**src/rtl/core/csfr_pkg.sv**
```systemverilog
// Shared constants, tables and helper functions for the clock strip frame renderer.
`timescale 1ns / 1ps

package csfr_pkg;

  // Strip and separator defaults.
  localparam int MASK_W         = 48;
  localparam int IDX_W          = $clog2(MASK_W);
  localparam int LED_COUNT_DEF  = 48;
  localparam int SEP_FIRST_DEF  = 26;
  localparam int SEP_SECOND_DEF = 11;

  // Digit segments: start pixel of each run and its longest run.
  // Order: seconds ones, seconds tens, minutes ones, minutes tens, hours ones, hours tens.
  localparam int SEG_COUNT   = 6;
  localparam int SEG_RUN_MAX = 9;
  localparam logic [5:0] SEG_START [SEG_COUNT] = '{6'd40, 6'd31, 6'd25, 6'd16, 6'd10, 6'd1};
  localparam logic [3:0] SEG_MAX   [SEG_COUNT] = '{4'd9, 4'd5, 4'd9, 4'd5, 4'd9, 4'd2};

  // Configuration register indexes.
  localparam int CFG_IDX_W  = 3;
  localparam int CFG_DATA_W = 6;
  localparam logic [CFG_IDX_W-1:0] CFG_SCHEDULE_ENABLED = 3'd0;
  localparam logic [CFG_IDX_W-1:0] CFG_ON_HOUR          = 3'd1;
  localparam logic [CFG_IDX_W-1:0] CFG_ON_MINUTE        = 3'd2;
  localparam logic [CFG_IDX_W-1:0] CFG_OFF_HOUR         = 3'd3;
  localparam logic [CFG_IDX_W-1:0] CFG_OFF_MINUTE       = 3'd4;
  localparam logic [CFG_IDX_W-1:0] CFG_SEPARATOR_MODE   = 3'd5;
  localparam logic [CFG_IDX_W-1:0] CFG_BLINK_SECONDS    = 3'd6;

  // Separator modes; any other code blinks.
  localparam logic [1:0] SEP_OFF   = 2'd0;
  localparam logic [1:0] SEP_ON    = 2'd1;
  localparam logic [1:0] SEP_BLINK = 2'd2;

  // Exact unsigned 32-bit division by 1000 through a reciprocal multiply.
  localparam int          MS_PER_S      = 1000;
  localparam logic [28:0] DIV1000_MUL   = 29'd274877907;
  localparam int          DIV1000_SHIFT = 38;
  localparam int          Q_W           = 23;
  localparam int          MS_LO_W       = 10;

  // Quotient by ten for a six-bit value (exact for every six-bit input).
  function automatic logic [2:0] div10(input logic [5:0] x);
    logic [13:0] p;
    p = {8'd0, x} * 14'd205;
    return p[13:11];
  endfunction

  // Remainder by ten for a six-bit value.
  function automatic logic [3:0] mod10(input logic [5:0] x);
    logic [5:0] t;
    logic [5:0] r;
    t = {3'd0, div10(x)} * 6'd10;
    r = x - t;
    return r[3:0];
  endfunction

  // One restoring remainder step: shift in one dividend bit, subtract if it fits.
  function automatic logic [5:0] mod_step(input logic [5:0] rem, input logic bit_in,
                                          input logic [5:0] div);
    logic [6:0] sh;
    sh = {rem, bit_in};
    if (sh >= {1'b0, div}) begin
      sh = sh - {1'b0, div};
    end
    return sh[5:0];
  endfunction

  // Minutes since midnight for an hour and minute pair.
  function automatic logic [10:0] clock_minutes(input logic [4:0] h, input logic [5:0] m);
    return ({6'd0, h} * 11'd60) + {5'd0, m};
  endfunction

endpackage

```
**src/rtl/core/clock_strip_frame_render.sv**
```systemverilog
// Top level of the clock strip frame renderer: a five-stage frame pipeline.
`timescale 1ns / 1ps

// Renders one LED strip frame per time sample as a warm-white and a red pixel mask.
// Input channel: in_valid/in_stall carry hour, minute, second and now_ms; a word is
// taken at a clock edge with in_valid high and in_stall low.
// Output channel: out_valid/out_stall carry warm_mask, red_mask and display_active.
// Configuration: cfg_valid/cfg_ready with cfg_index and cfg_data; cfg_ready is always
// high, and writes to indexes past the register list are dropped. Write only when idle.
// Throughput is one word per cycle while the receiver does not stall. One stage holds
// the reciprocal multiply that splits now_ms into seconds and milliseconds, three stages
// sweep the remainder of that seconds count by the blink period (eight, eight and seven
// bits), and the output register makes the blink compare and the final masks.
// When the receiver stalls, the output holds its word and each stage that holds a
// word holds it too; empty stages keep filling, so bubbles close up and in_stall
// rises only once the whole pipeline is full.
// Synchronous reset empties the pipeline and restores the configuration defaults:
// schedule off, window 00:00 to 00:00, separator blinking with a one second period.
module clock_strip_frame_render
  import csfr_pkg::*;
#(
  parameter int LED_COUNT        = LED_COUNT_DEF,
  parameter int SEPARATOR_FIRST  = SEP_FIRST_DEF,
  parameter int SEPARATOR_SECOND = SEP_SECOND_DEF
) (
  input  logic                  clk,
  input  logic                  rst,
  input  logic                  cfg_valid,
  output logic                  cfg_ready,
  input  logic [CFG_IDX_W-1:0]  cfg_index,
  input  logic [CFG_DATA_W-1:0] cfg_data,
  input  logic                  in_valid,
  output logic                  in_stall,
  input  logic [4:0]            hour,
  input  logic [5:0]            minute,
  input  logic [5:0]            second,
  input  logic [31:0]           now_ms,
  output logic                  out_valid,
  input  logic                  out_stall,
  output logic [MASK_W-1:0]     warm_mask,
  output logic [MASK_W-1:0]     red_mask,
  output logic                  display_active
);

  localparam int STEPS_A = 8;
  localparam int STEPS_B = 8;
  localparam int STEPS_C = Q_W - STEPS_A - STEPS_B;
  localparam int PROD_W  = 61;

  // Configuration registers.
  logic       schedule_enabled;
  logic [4:0] on_hour;
  logic [5:0] on_minute;
  logic [4:0] off_hour;
  logic [5:0] off_minute;
  logic [1:0] separator_mode;
  logic [5:0] blink_seconds;

  // Pipeline valid bits and stage readiness.
  logic v1, v2, v3, v4;
  logic rdy1, rdy2, rdy3, rdy4, rdy5;

  // Stage payloads.
  logic                 s1_allow;
  logic [3:0]           s1_dig [SEG_COUNT];
  logic [Q_W-1:0]       s1_q;
  logic [MS_LO_W-1:0]   s1_ms_lo;

  logic                 s2_allow;
  logic [MASK_W-1:0]    s2_warm;
  logic [5:0]           s2_rem;
  logic [STEPS_B+STEPS_C-1:0] s2_q_lo;
  logic [MS_LO_W-1:0]   s2_r;

  logic                 s3_allow;
  logic [MASK_W-1:0]    s3_warm;
  logic [5:0]           s3_rem;
  logic [STEPS_C-1:0]   s3_q_lo;
  logic [MS_LO_W-1:0]   s3_r;

  logic                 s4_allow;
  logic [MASK_W-1:0]    s4_warm;
  logic [5:0]           s4_rem;
  logic [MS_LO_W-1:0]   s4_r;

  // Stage logic results.
  logic                 allow_c;
  logic [3:0]           dig_c [SEG_COUNT];
  logic [PROD_W-1:0]    prod_c;
  logic [MASK_W-1:0]    warm_c;
  logic [5:0]           rem_a_c, rem_b_c, rem_c_c;
  logic [19:0]          qk_c;
  logic [MS_LO_W-1:0]   r_c;
  logic [14:0]          half_c;
  logic [15:0]          phase_c;
  logic                 lit_c;
  logic [MASK_W-1:0]    seps_c;

  // One-hot pixel bit, empty for pixels beyond the strip.
  function automatic logic [MASK_W-1:0] pixel_bit(input int idx);
    logic [MASK_W-1:0] m;
    m = '0;
    if (idx >= 0 && idx < LED_COUNT && idx < MASK_W) begin
      m[idx[IDX_W-1:0]] = 1'b1;
    end
    return m;
  endfunction

  assign cfg_ready = 1'b1;

  // Configuration writes.
  always_ff @(posedge clk) begin
    if (rst) begin
      schedule_enabled <= 1'b0;
      on_hour          <= '0;
      on_minute        <= '0;
      off_hour         <= '0;
      off_minute       <= '0;
      separator_mode   <= SEP_BLINK;
      blink_seconds    <= 6'd1;
    end else if (cfg_valid && cfg_ready) begin
      unique case (cfg_index)
        CFG_SCHEDULE_ENABLED: schedule_enabled <= cfg_data[0];
        CFG_ON_HOUR:          on_hour          <= cfg_data[4:0];
        CFG_ON_MINUTE:        on_minute        <= cfg_data;
        CFG_OFF_HOUR:         off_hour         <= cfg_data[4:0];
        CFG_OFF_MINUTE:       off_minute       <= cfg_data;
        CFG_SEPARATOR_MODE:   separator_mode   <= cfg_data[1:0];
        CFG_BLINK_SECONDS:    blink_seconds    <= cfg_data;
        default: ;
      endcase
    end
  end

  // A stage may load when it is empty or its word moves on in the same cycle.
  assign rdy5     = !out_valid || !out_stall;
  assign rdy4     = !v4 || rdy5;
  assign rdy3     = !v3 || rdy4;
  assign rdy2     = !v2 || rdy3;
  assign rdy1     = !v1 || rdy2;
  assign in_stall = !rdy1;

  always_ff @(posedge clk) begin
    if (rst) begin
      v1        <= 1'b0;
      v2        <= 1'b0;
      v3        <= 1'b0;
      v4        <= 1'b0;
      out_valid <= 1'b0;
    end else begin
      if (rdy1) v1 <= in_valid;
      if (rdy2) v2 <= v1;
      if (rdy3) v3 <= v2;
      if (rdy4) v4 <= v3;
      if (rdy5) out_valid <= v4;
    end
  end

  // Stage 1: schedule window, time digits and the seconds count of now_ms.
  always_comb begin
    logic [10:0] now_min;
    logic [10:0] on_min;
    logic [10:0] off_min;
    now_min = clock_minutes(hour, minute);
    on_min  = clock_minutes(on_hour, on_minute);
    off_min = clock_minutes(off_hour, off_minute);
    priority if (!schedule_enabled) begin
      allow_c = 1'b1;
    end else if (on_min == off_min) begin
      allow_c = 1'b0;
    end else if (on_min < off_min) begin
      allow_c = (now_min >= on_min) && (now_min < off_min);
    end else begin
      allow_c = (now_min >= on_min) || (now_min < off_min);
    end
    dig_c[0] = mod10(second);
    dig_c[1] = {1'b0, div10(second)};
    dig_c[2] = mod10(minute);
    dig_c[3] = {1'b0, div10(minute)};
    dig_c[4] = mod10({1'b0, hour});
    dig_c[5] = {1'b0, div10({1'b0, hour})};
    prod_c   = {29'd0, now_ms} * {32'd0, DIV1000_MUL};
  end

  always_ff @(posedge clk) begin
    if (rdy1 && in_valid) begin
      s1_allow <= allow_c;
      s1_dig   <= dig_c;
      s1_q     <= prod_c[DIV1000_SHIFT+Q_W-1:DIV1000_SHIFT];
      s1_ms_lo <= now_ms[MS_LO_W-1:0];
    end
  end

  // Stage 2: warm runs, millisecond remainder and the top remainder steps.
  always_comb begin
    logic [3:0] cnt;
    warm_c = '0;
    for (int s = 0; s < SEG_COUNT; s++) begin
      cnt = (s1_dig[s] < SEG_MAX[s]) ? s1_dig[s] : SEG_MAX[s];
      for (int i = 0; i < SEG_RUN_MAX; i++) begin
        if (i < int'(cnt)) begin
          warm_c = warm_c | pixel_bit(int'(SEG_START[s]) - i);
        end
      end
    end
    // The remainder below 1000 only needs the low bits of now_ms - 1000 * q.
    qk_c = {10'd0, s1_q[MS_LO_W-1:0]} * 20'(MS_PER_S);
    r_c  = s1_ms_lo - qk_c[MS_LO_W-1:0];
    rem_a_c = '0;
    for (int k = 0; k < STEPS_A; k++) begin
      rem_a_c = mod_step(rem_a_c, s1_q[Q_W-1-k], blink_seconds);
    end
  end

  always_ff @(posedge clk) begin
    if (rdy2 && v1) begin
      s2_allow <= s1_allow;
      s2_warm  <= warm_c;
      s2_rem   <= rem_a_c;
      s2_q_lo  <= s1_q[STEPS_B+STEPS_C-1:0];
      s2_r     <= r_c;
    end
  end

  // Stage 3: middle remainder steps.
  always_comb begin
    rem_b_c = s2_rem;
    for (int k = 0; k < STEPS_B; k++) begin
      rem_b_c = mod_step(rem_b_c, s2_q_lo[STEPS_B+STEPS_C-1-k], blink_seconds);
    end
  end

  always_ff @(posedge clk) begin
    if (rdy3 && v2) begin
      s3_allow <= s2_allow;
      s3_warm  <= s2_warm;
      s3_rem   <= rem_b_c;
      s3_q_lo  <= s2_q_lo[STEPS_C-1:0];
      s3_r     <= s2_r;
    end
  end

  // Stage 4: last remainder steps give the whole seconds into the blink period.
  always_comb begin
    rem_c_c = s3_rem;
    for (int k = 0; k < STEPS_C; k++) begin
      rem_c_c = mod_step(rem_c_c, s3_q_lo[STEPS_C-1-k], blink_seconds);
    end
  end

  always_ff @(posedge clk) begin
    if (rdy4 && v3) begin
      s4_allow <= s3_allow;
      s4_warm  <= s3_warm;
      s4_rem   <= rem_c_c;
      s4_r     <= s3_r;
    end
  end

  // Output stage: blink phase against half the period, separators and blanking.
  always_comb begin
    half_c  = {9'd0, blink_seconds} * 15'd500;
    phase_c = ({10'd0, s4_rem} * 16'(MS_PER_S)) + {6'd0, s4_r};
    unique case (separator_mode)
      SEP_OFF: lit_c = 1'b0;
      SEP_ON:  lit_c = 1'b1;
      default: lit_c = (blink_seconds == '0) || (phase_c >= {1'b0, half_c});
    endcase
    seps_c = pixel_bit(SEPARATOR_FIRST) | pixel_bit(SEPARATOR_SECOND);
  end

  always_ff @(posedge clk) begin
    if (rdy5 && v4) begin
      warm_mask      <= s4_allow ? (s4_warm & ~seps_c) : '0;
      red_mask       <= (s4_allow && lit_c) ? seps_c : '0;
      display_active <= s4_allow;
    end
  end

endmodule

```
**config.mk**
```make
export PLATFORM = sky130hd
export DESIGN_NAME = clock_strip_frame_render
export DESIGN_NICKNAME = d
export VERILOG_FILES = /design/src/rtl/core/csfr_pkg.sv /design/src/rtl/core/clock_strip_frame_render.sv
export SDC_FILE = /design/constraint.sdc
export NUM_CORES = 2
export LEC_CHECK = 0
export ABC_AREA = 1
export BUFFER_PORTS_ARGS = -buffer_cell sky130_fd_sc_hd__buf_4
export CAP_MARGIN = 30
export CORE_ASPECT_RATIO = 0.75
export CORE_UTILIZATION = 59
export DETAILED_ROUTE_END_ITERATION = 6
export HOLD_SLACK_MARGIN = 0.03
export PLACE_DENSITY = 0.8
export RECOVER_POWER = 50
export SLEW_MARGIN = 0
export SYNTH_ARGS = -nofsm -noshare
export SYNTH_HDL_FRONTEND = slang
export SYNTH_SLANG_ARGS = --single-unit
```
**constraint.sdc**
```tcl
create_clock -name clk -period 12.5 [get_ports clk]
set_input_delay 1.25 -clock clk [delete_from_list [all_inputs] [get_ports clk]]
set_output_delay 1.25 -clock clk [all_outputs]
set_load 0.005 [all_outputs]
```
==> impl_table.tex <==
\begin{tabular}{lr}
\hline
Metric & Value \\
\hline
\multicolumn{2}{l}{\textbf{Synthesis}} \\
\quad Number of synthesized flops with an enable pin & about 290 \\
\quad Proportion of synthesized chip area in sequential cells & between 20\% and 30\% \\
\quad Number of cells produced by synthesis & roughly 4300 \\
\quad Number of warnings printed during yosys synthesis & 0 \\
\quad Count of different cell masters after synthesis & 60 \\
\quad Flip-flop and latch count after synthesis & roughly 320 \\
\quad Summed instance area of the synthesized netlist & 0.0403 mm\^{}2 \\
\quad Post-synthesis async set-or-reset flop share & 0\% \\
\quad Most used flip-flop cell after synthesis & sky130\_fd\_sc\_hd\_\_edfxtp\_1 \\
\quad Post-Synthesis Mean Instance Area & 9.30 um\^{}2 \\
\multicolumn{2}{l}{\textbf{Job}} \\
\quad \# Max-Cap Violations & 0 \\
\multicolumn{2}{l}{\textbf{Timing}} \\
\quad Max-slew violations & 0 \\
\quad Fmax & $\sim$85 MHz \\
\quad Final Hold Fails & 0 \\
\quad Crit share post-route & a little over nine tenths \\
\quad Worst clock skew & between 0.03 and 0.04 ns \\
\quad Slew @ Worst Pin & 1.46 ns \\
\quad Post-layout minimum cycle time & approximately 12 ns \\
\quad Final setup viols & 0 \\
\quad Max-slew headroom at the worst pin & $\sim$2.6\% \\
\multicolumn{2}{l}{\textbf{Global routing}} \\
\quad Total track usage & a little over a quarter \\
\quad Global-route congestion overflow total & 0 \\
\quad Pin count of the biggest net entering global routing & 72 \\
\quad Vias in the first global route & approximately 29000 \\
\quad Number of antenna violations at the first check in global routing & 1 \\
\quad Wire length of the first global-routing pass & $\sim$150000 um \\
\multicolumn{2}{l}{\textbf{Clock network}} \\
\quad Clock Sink Count & around 320 \\
\quad Clock tree from TritonCTS & built \\
\quad CTS root buf & sky130\_fd\_sc\_hd\_\_clkbuf\_16 \\
\quad Latest clock arrival within the worst-skew pair & between 0.5 and 0.6 ns \\
\quad Clock input transition at the sequential cells of the worst setup and hold paths & around 0.060 ns \\
\quad Clock buffer count from CTS & 34 \\
\quad Number of H-tree levels & 2 \\
\quad Max clock buf depth & 3 \\
\multicolumn{2}{l}{\textbf{Setup path}} \\
\quad Number of cells on the critical path & slightly above 80 \\
\quad Required time of the critical path & between 10 and 15 ns \\
\quad Worst setup path class & reg -> reg \\
\quad Cell family with most CP delay & compound AO/OA/AOI/OAI gates \\
\quad Most used cell, CP & sky130\_fd\_sc\_hd\_\_nand2\_1 \\
\quad Worst-case register-to-register setup slack & around 0.74 ns \\
\quad Startpoint of the most critical setup path & blink\_seconds[1]\$\_SDFFE\_PP0P\_ \\
\quad Worst setup SP type & flop \\
\quad Data arrival at the endpoint of the critical path & roughly 12 ns \\
\quad Endpoint of the worst-slack reg-to-reg timing path & s3\_rem[2]\$\_DFFE\_PP\_ \\
\quad Largest stage delay on the critical path & about 0.35 ns \\
\quad Worst setup endpoint & s3\_rem[2]\$\_DFFE\_PP\_ \\
\quad CP endpoint kind & flop \\
\quad Cell depth of the worst flop-to-flop path & 81 \\
\quad Reg-to-Reg Start & blink\_seconds[1]\$\_SDFFE\_PP0P\_ \\
\quad Maximum fanout along the worst path & 9 \\
\quad Worst path bufs/invs & 8 \\
\quad Slowest cell on crit path & sky130\_fd\_sc\_hd\_\_dfxtp\_4 \\
\multicolumn{2}{l}{\textbf{Final layout}} \\
\quad Total of fill cells in the finished design & a little over 5000 \\
\quad Diodes inserted & 0 \\
\quad Number of nets in the layout & about 5700 \\
\quad Synthesis-to-finish area growth & 9.53\% \\
\quad Count of non-filler cells in the finished layout & around 5400 \\
\quad Ratio of cells with drive above 1 in the final layout & under 10\% \\
\multicolumn{2}{l}{\textbf{Placed design}} \\
\quad Gp weighted congestion & 0.944 \\
\quad Placed cell count & roughly 5300 \\
\quad Count of buffers from port buffering & about 110 \\
\quad Detail Placement HPWL & 73000 um \\
\multicolumn{2}{l}{\textbf{Routing}} \\
\quad Drt pass-1 iters & 6 \\
\quad Vias after detailed routing & 29114 \\
\quad Total Routed Length & between 90000 and 100000 um \\
\quad Mean number of vias per cell & $\sim$5.4 \\
\quad Detailed router's first-iteration violation count & 1809 \\
\quad Number of nets still failing antenna checks after routing & 0 \\
\quad WL per Instance & between 15 and 20 um \\
\quad DRC violations left & 0 \\
\multicolumn{2}{l}{\textbf{Floorplanning}} \\
\quad Number of I/O pins & approximately 160 \\
\quad Die outline height & roughly 230 um \\
\quad Floorplan die area & 0.0693 mm\^{}2 \\
\quad Die X & $\sim$300 um \\
\quad Effective utilization at floorplan & 60.0\% \\
\quad Core area & $\sim$0.067 mm\^{}2 \\
\quad Total number of placement rows & 82 \\
\multicolumn{2}{l}{\textbf{Outcome}} \\
\quad Status & finished, final reports clean \\
\multicolumn{2}{l}{\textbf{Hold path}} \\
\quad Hold Crit Class & reg -> reg \\
\hline
\end{tabular}
-- synthesized netlist by cell type, types with 36 or more instances --
library cell / n / area [um^2]
sky130_fd_sc_hd__a21oi_1: 235 / 1180
sky130_fd_sc_hd__buf_4: 58 / 435
sky130_fd_sc_hd__dfxtp_1: 36 / 721
sky130_fd_sc_hd__edfxtp_1: 285 / 8560
sky130_fd_sc_hd__fa_1: 391 / 7830
sky130_fd_sc_hd__ha_1: 761 / 9520
sky130_fd_sc_hd__inv_1: 1083 / 4070
sky130_fd_sc_hd__nand2_1: 550 / 2060
sky130_fd_sc_hd__nand3_1: 144 / 721
sky130_fd_sc_hd__nor2_1: 167 / 627
sky130_fd_sc_hd__o21ai_0: 148 / 741
sky130_fd_sc_hd__xnor2_1: 82 / 718
sky130_fd_sc_hd__xor2_1: 115 / 1010
-- worst reg2reg max path: cells and delay by family, from the launching register on --
kind                     cells  cell delay [ns]
adder cells (fa/ha/maj)      8             2.16
AND/OR/NAND/NOR             37             4.02
buffers and inverters        8             0.96
flip-flops                   1             0.35
AO/OA/AOI/OAI               28             4.15
-- cells by family (layout without fill, tap and decap cells) --
| family | Yosys count | after routing | synth area share [%] |
|---|---|---|---|
| buffers and inverters | 1157 | 1326 | 11.3 |
| XOR/XNOR | 197 | 197 | 4.28 |
| AND/OR/NAND/NOR | 992 | 995 | 11.1 |
| adder cells (fa/ha/maj) | 1152 | 1152 | 43.1 |
| flip-flops | 321 | 321 | 23.0 |
| other | 2 | 56 | 0.0186 |
| AO/OA/AOI/OAI | 507 | 507 | 7.15 |
-- cell usage in the layout, fill, tap and decap left out, drive strengths merged, types with 15 or more instances in the layout --
master / Yosys / final
a21o: 18 / 18
a21oi: 243 / 243
a31oi: 19 / 19
buf: 59 / 155
clkbuf: 12 / 67
conb: 2 / 56
dfxtp: 36 / 36
edfxtp: 285 / 285
fa: 391 / 391
ha: 761 / 761
inv: 1085 / 1086
nand2: 565 / 567
nand3: 163 / 164
nand4: 32 / 32
nor2: 179 / 179
o21ai: 159 / 159
o21bai: 15 / 15
xnor2: 82 / 82
xor2: 115 / 115
-- state kept, by name, summed over array words and instances, names as in the netlist, 6 cells and up --
| name | cells |
|---|---|
| blink_seconds | 6 |
| off_minute | 6 |
| on_minute | 6 |
| s1_dig | 20 |
| s1_ms_lo | 10 |
| s1_q | 23 |
| s2_q_lo | 15 |
| s2_r | 10 |
| s2_rem | 6 |
| s2_warm | 39 |
| s3_q_lo | 7 |
| s3_r | 10 |
| s3_rem | 6 |
| s3_warm | 39 |
| s4_r | 10 |
| s4_rem | 6 |
| s4_warm | 39 |
| warm_mask | 39 |
-- timing repair --
item	4_1_cts	5_1_grt
endpoints found under the setup margin	12	18
cloned	0	5
resized for setup	11	126
hold buffers	0	0
pin swaps	6	43
buffers inserted	3	35
-- how the worst min path moves through the flow --
stage                                  to  slack [ns]  cells past startpoint              startpoint
detailed placement      s3_r[0]$_DFFE_PP_        0.40                      0       s2_r[0]$_DFFE_PP_
floorplan              s2_allow$_DFFE_PP_        0.40                      0  s1_allow$_SDFFCE_PN1P_
global placement        s4_r[0]$_DFFE_PP_        0.40                      0       s3_r[0]$_DFFE_PP_
CTS                 s4_warm[14]$_DFFE_PP_        0.41                      0   s3_warm[14]$_DFFE_PP_
global route         s4_warm[5]$_DFFE_PP_        0.42                      0    s3_warm[5]$_DFFE_PP_
finish                  s3_r[0]$_DFFE_PP_        0.41                      0       s2_r[0]$_DFFE_PP_
-- cell type report --
cell class | count | area [um^2] | share of cell area, %
timing repair buffer | 178 | 1350 | 3.07
multi-input combinational | 2907 | 27200 | 61.7
tap | 882 | 1100 | 2.50
clock inverter | 18 | 180 | 0.408
clock buffer | 44 | 898 | 2.04
sequential | 321 | 9280 | 21.0
inverter | 1086 | 4080 | 9.26
-- layer usage --
metal,track usage (%),part of all wire [%],up-vias
met2,42.2,45,934
met4,5.33,1.9,2
met3,4.95,8.1,142
met5,0,0.014,-
met1,37.0,45,13839
li1,-,-,14197
-- per-stage QoR --
stage	util, %	TNS (ns)	worst slack [ns]	area (um^2)	hold slack [ns]
finish	65.7	0	0.736	44100	0.411
global route	65.7	-1.68	-0.161	44100	0.418
CTS	64.5	0	0.00125	43300	0.412
detailed placement	62.8	-3.55	-0.567	42200	0.405
global placement	62.8	-0.777	-0.141	42200	0.400
floorplan	-	0	0.00406	40500	0.400
Power is left out: the tool's default activity adds up to more than one toggle a clock period on the data nets, which glitch-free logic cannot reach.
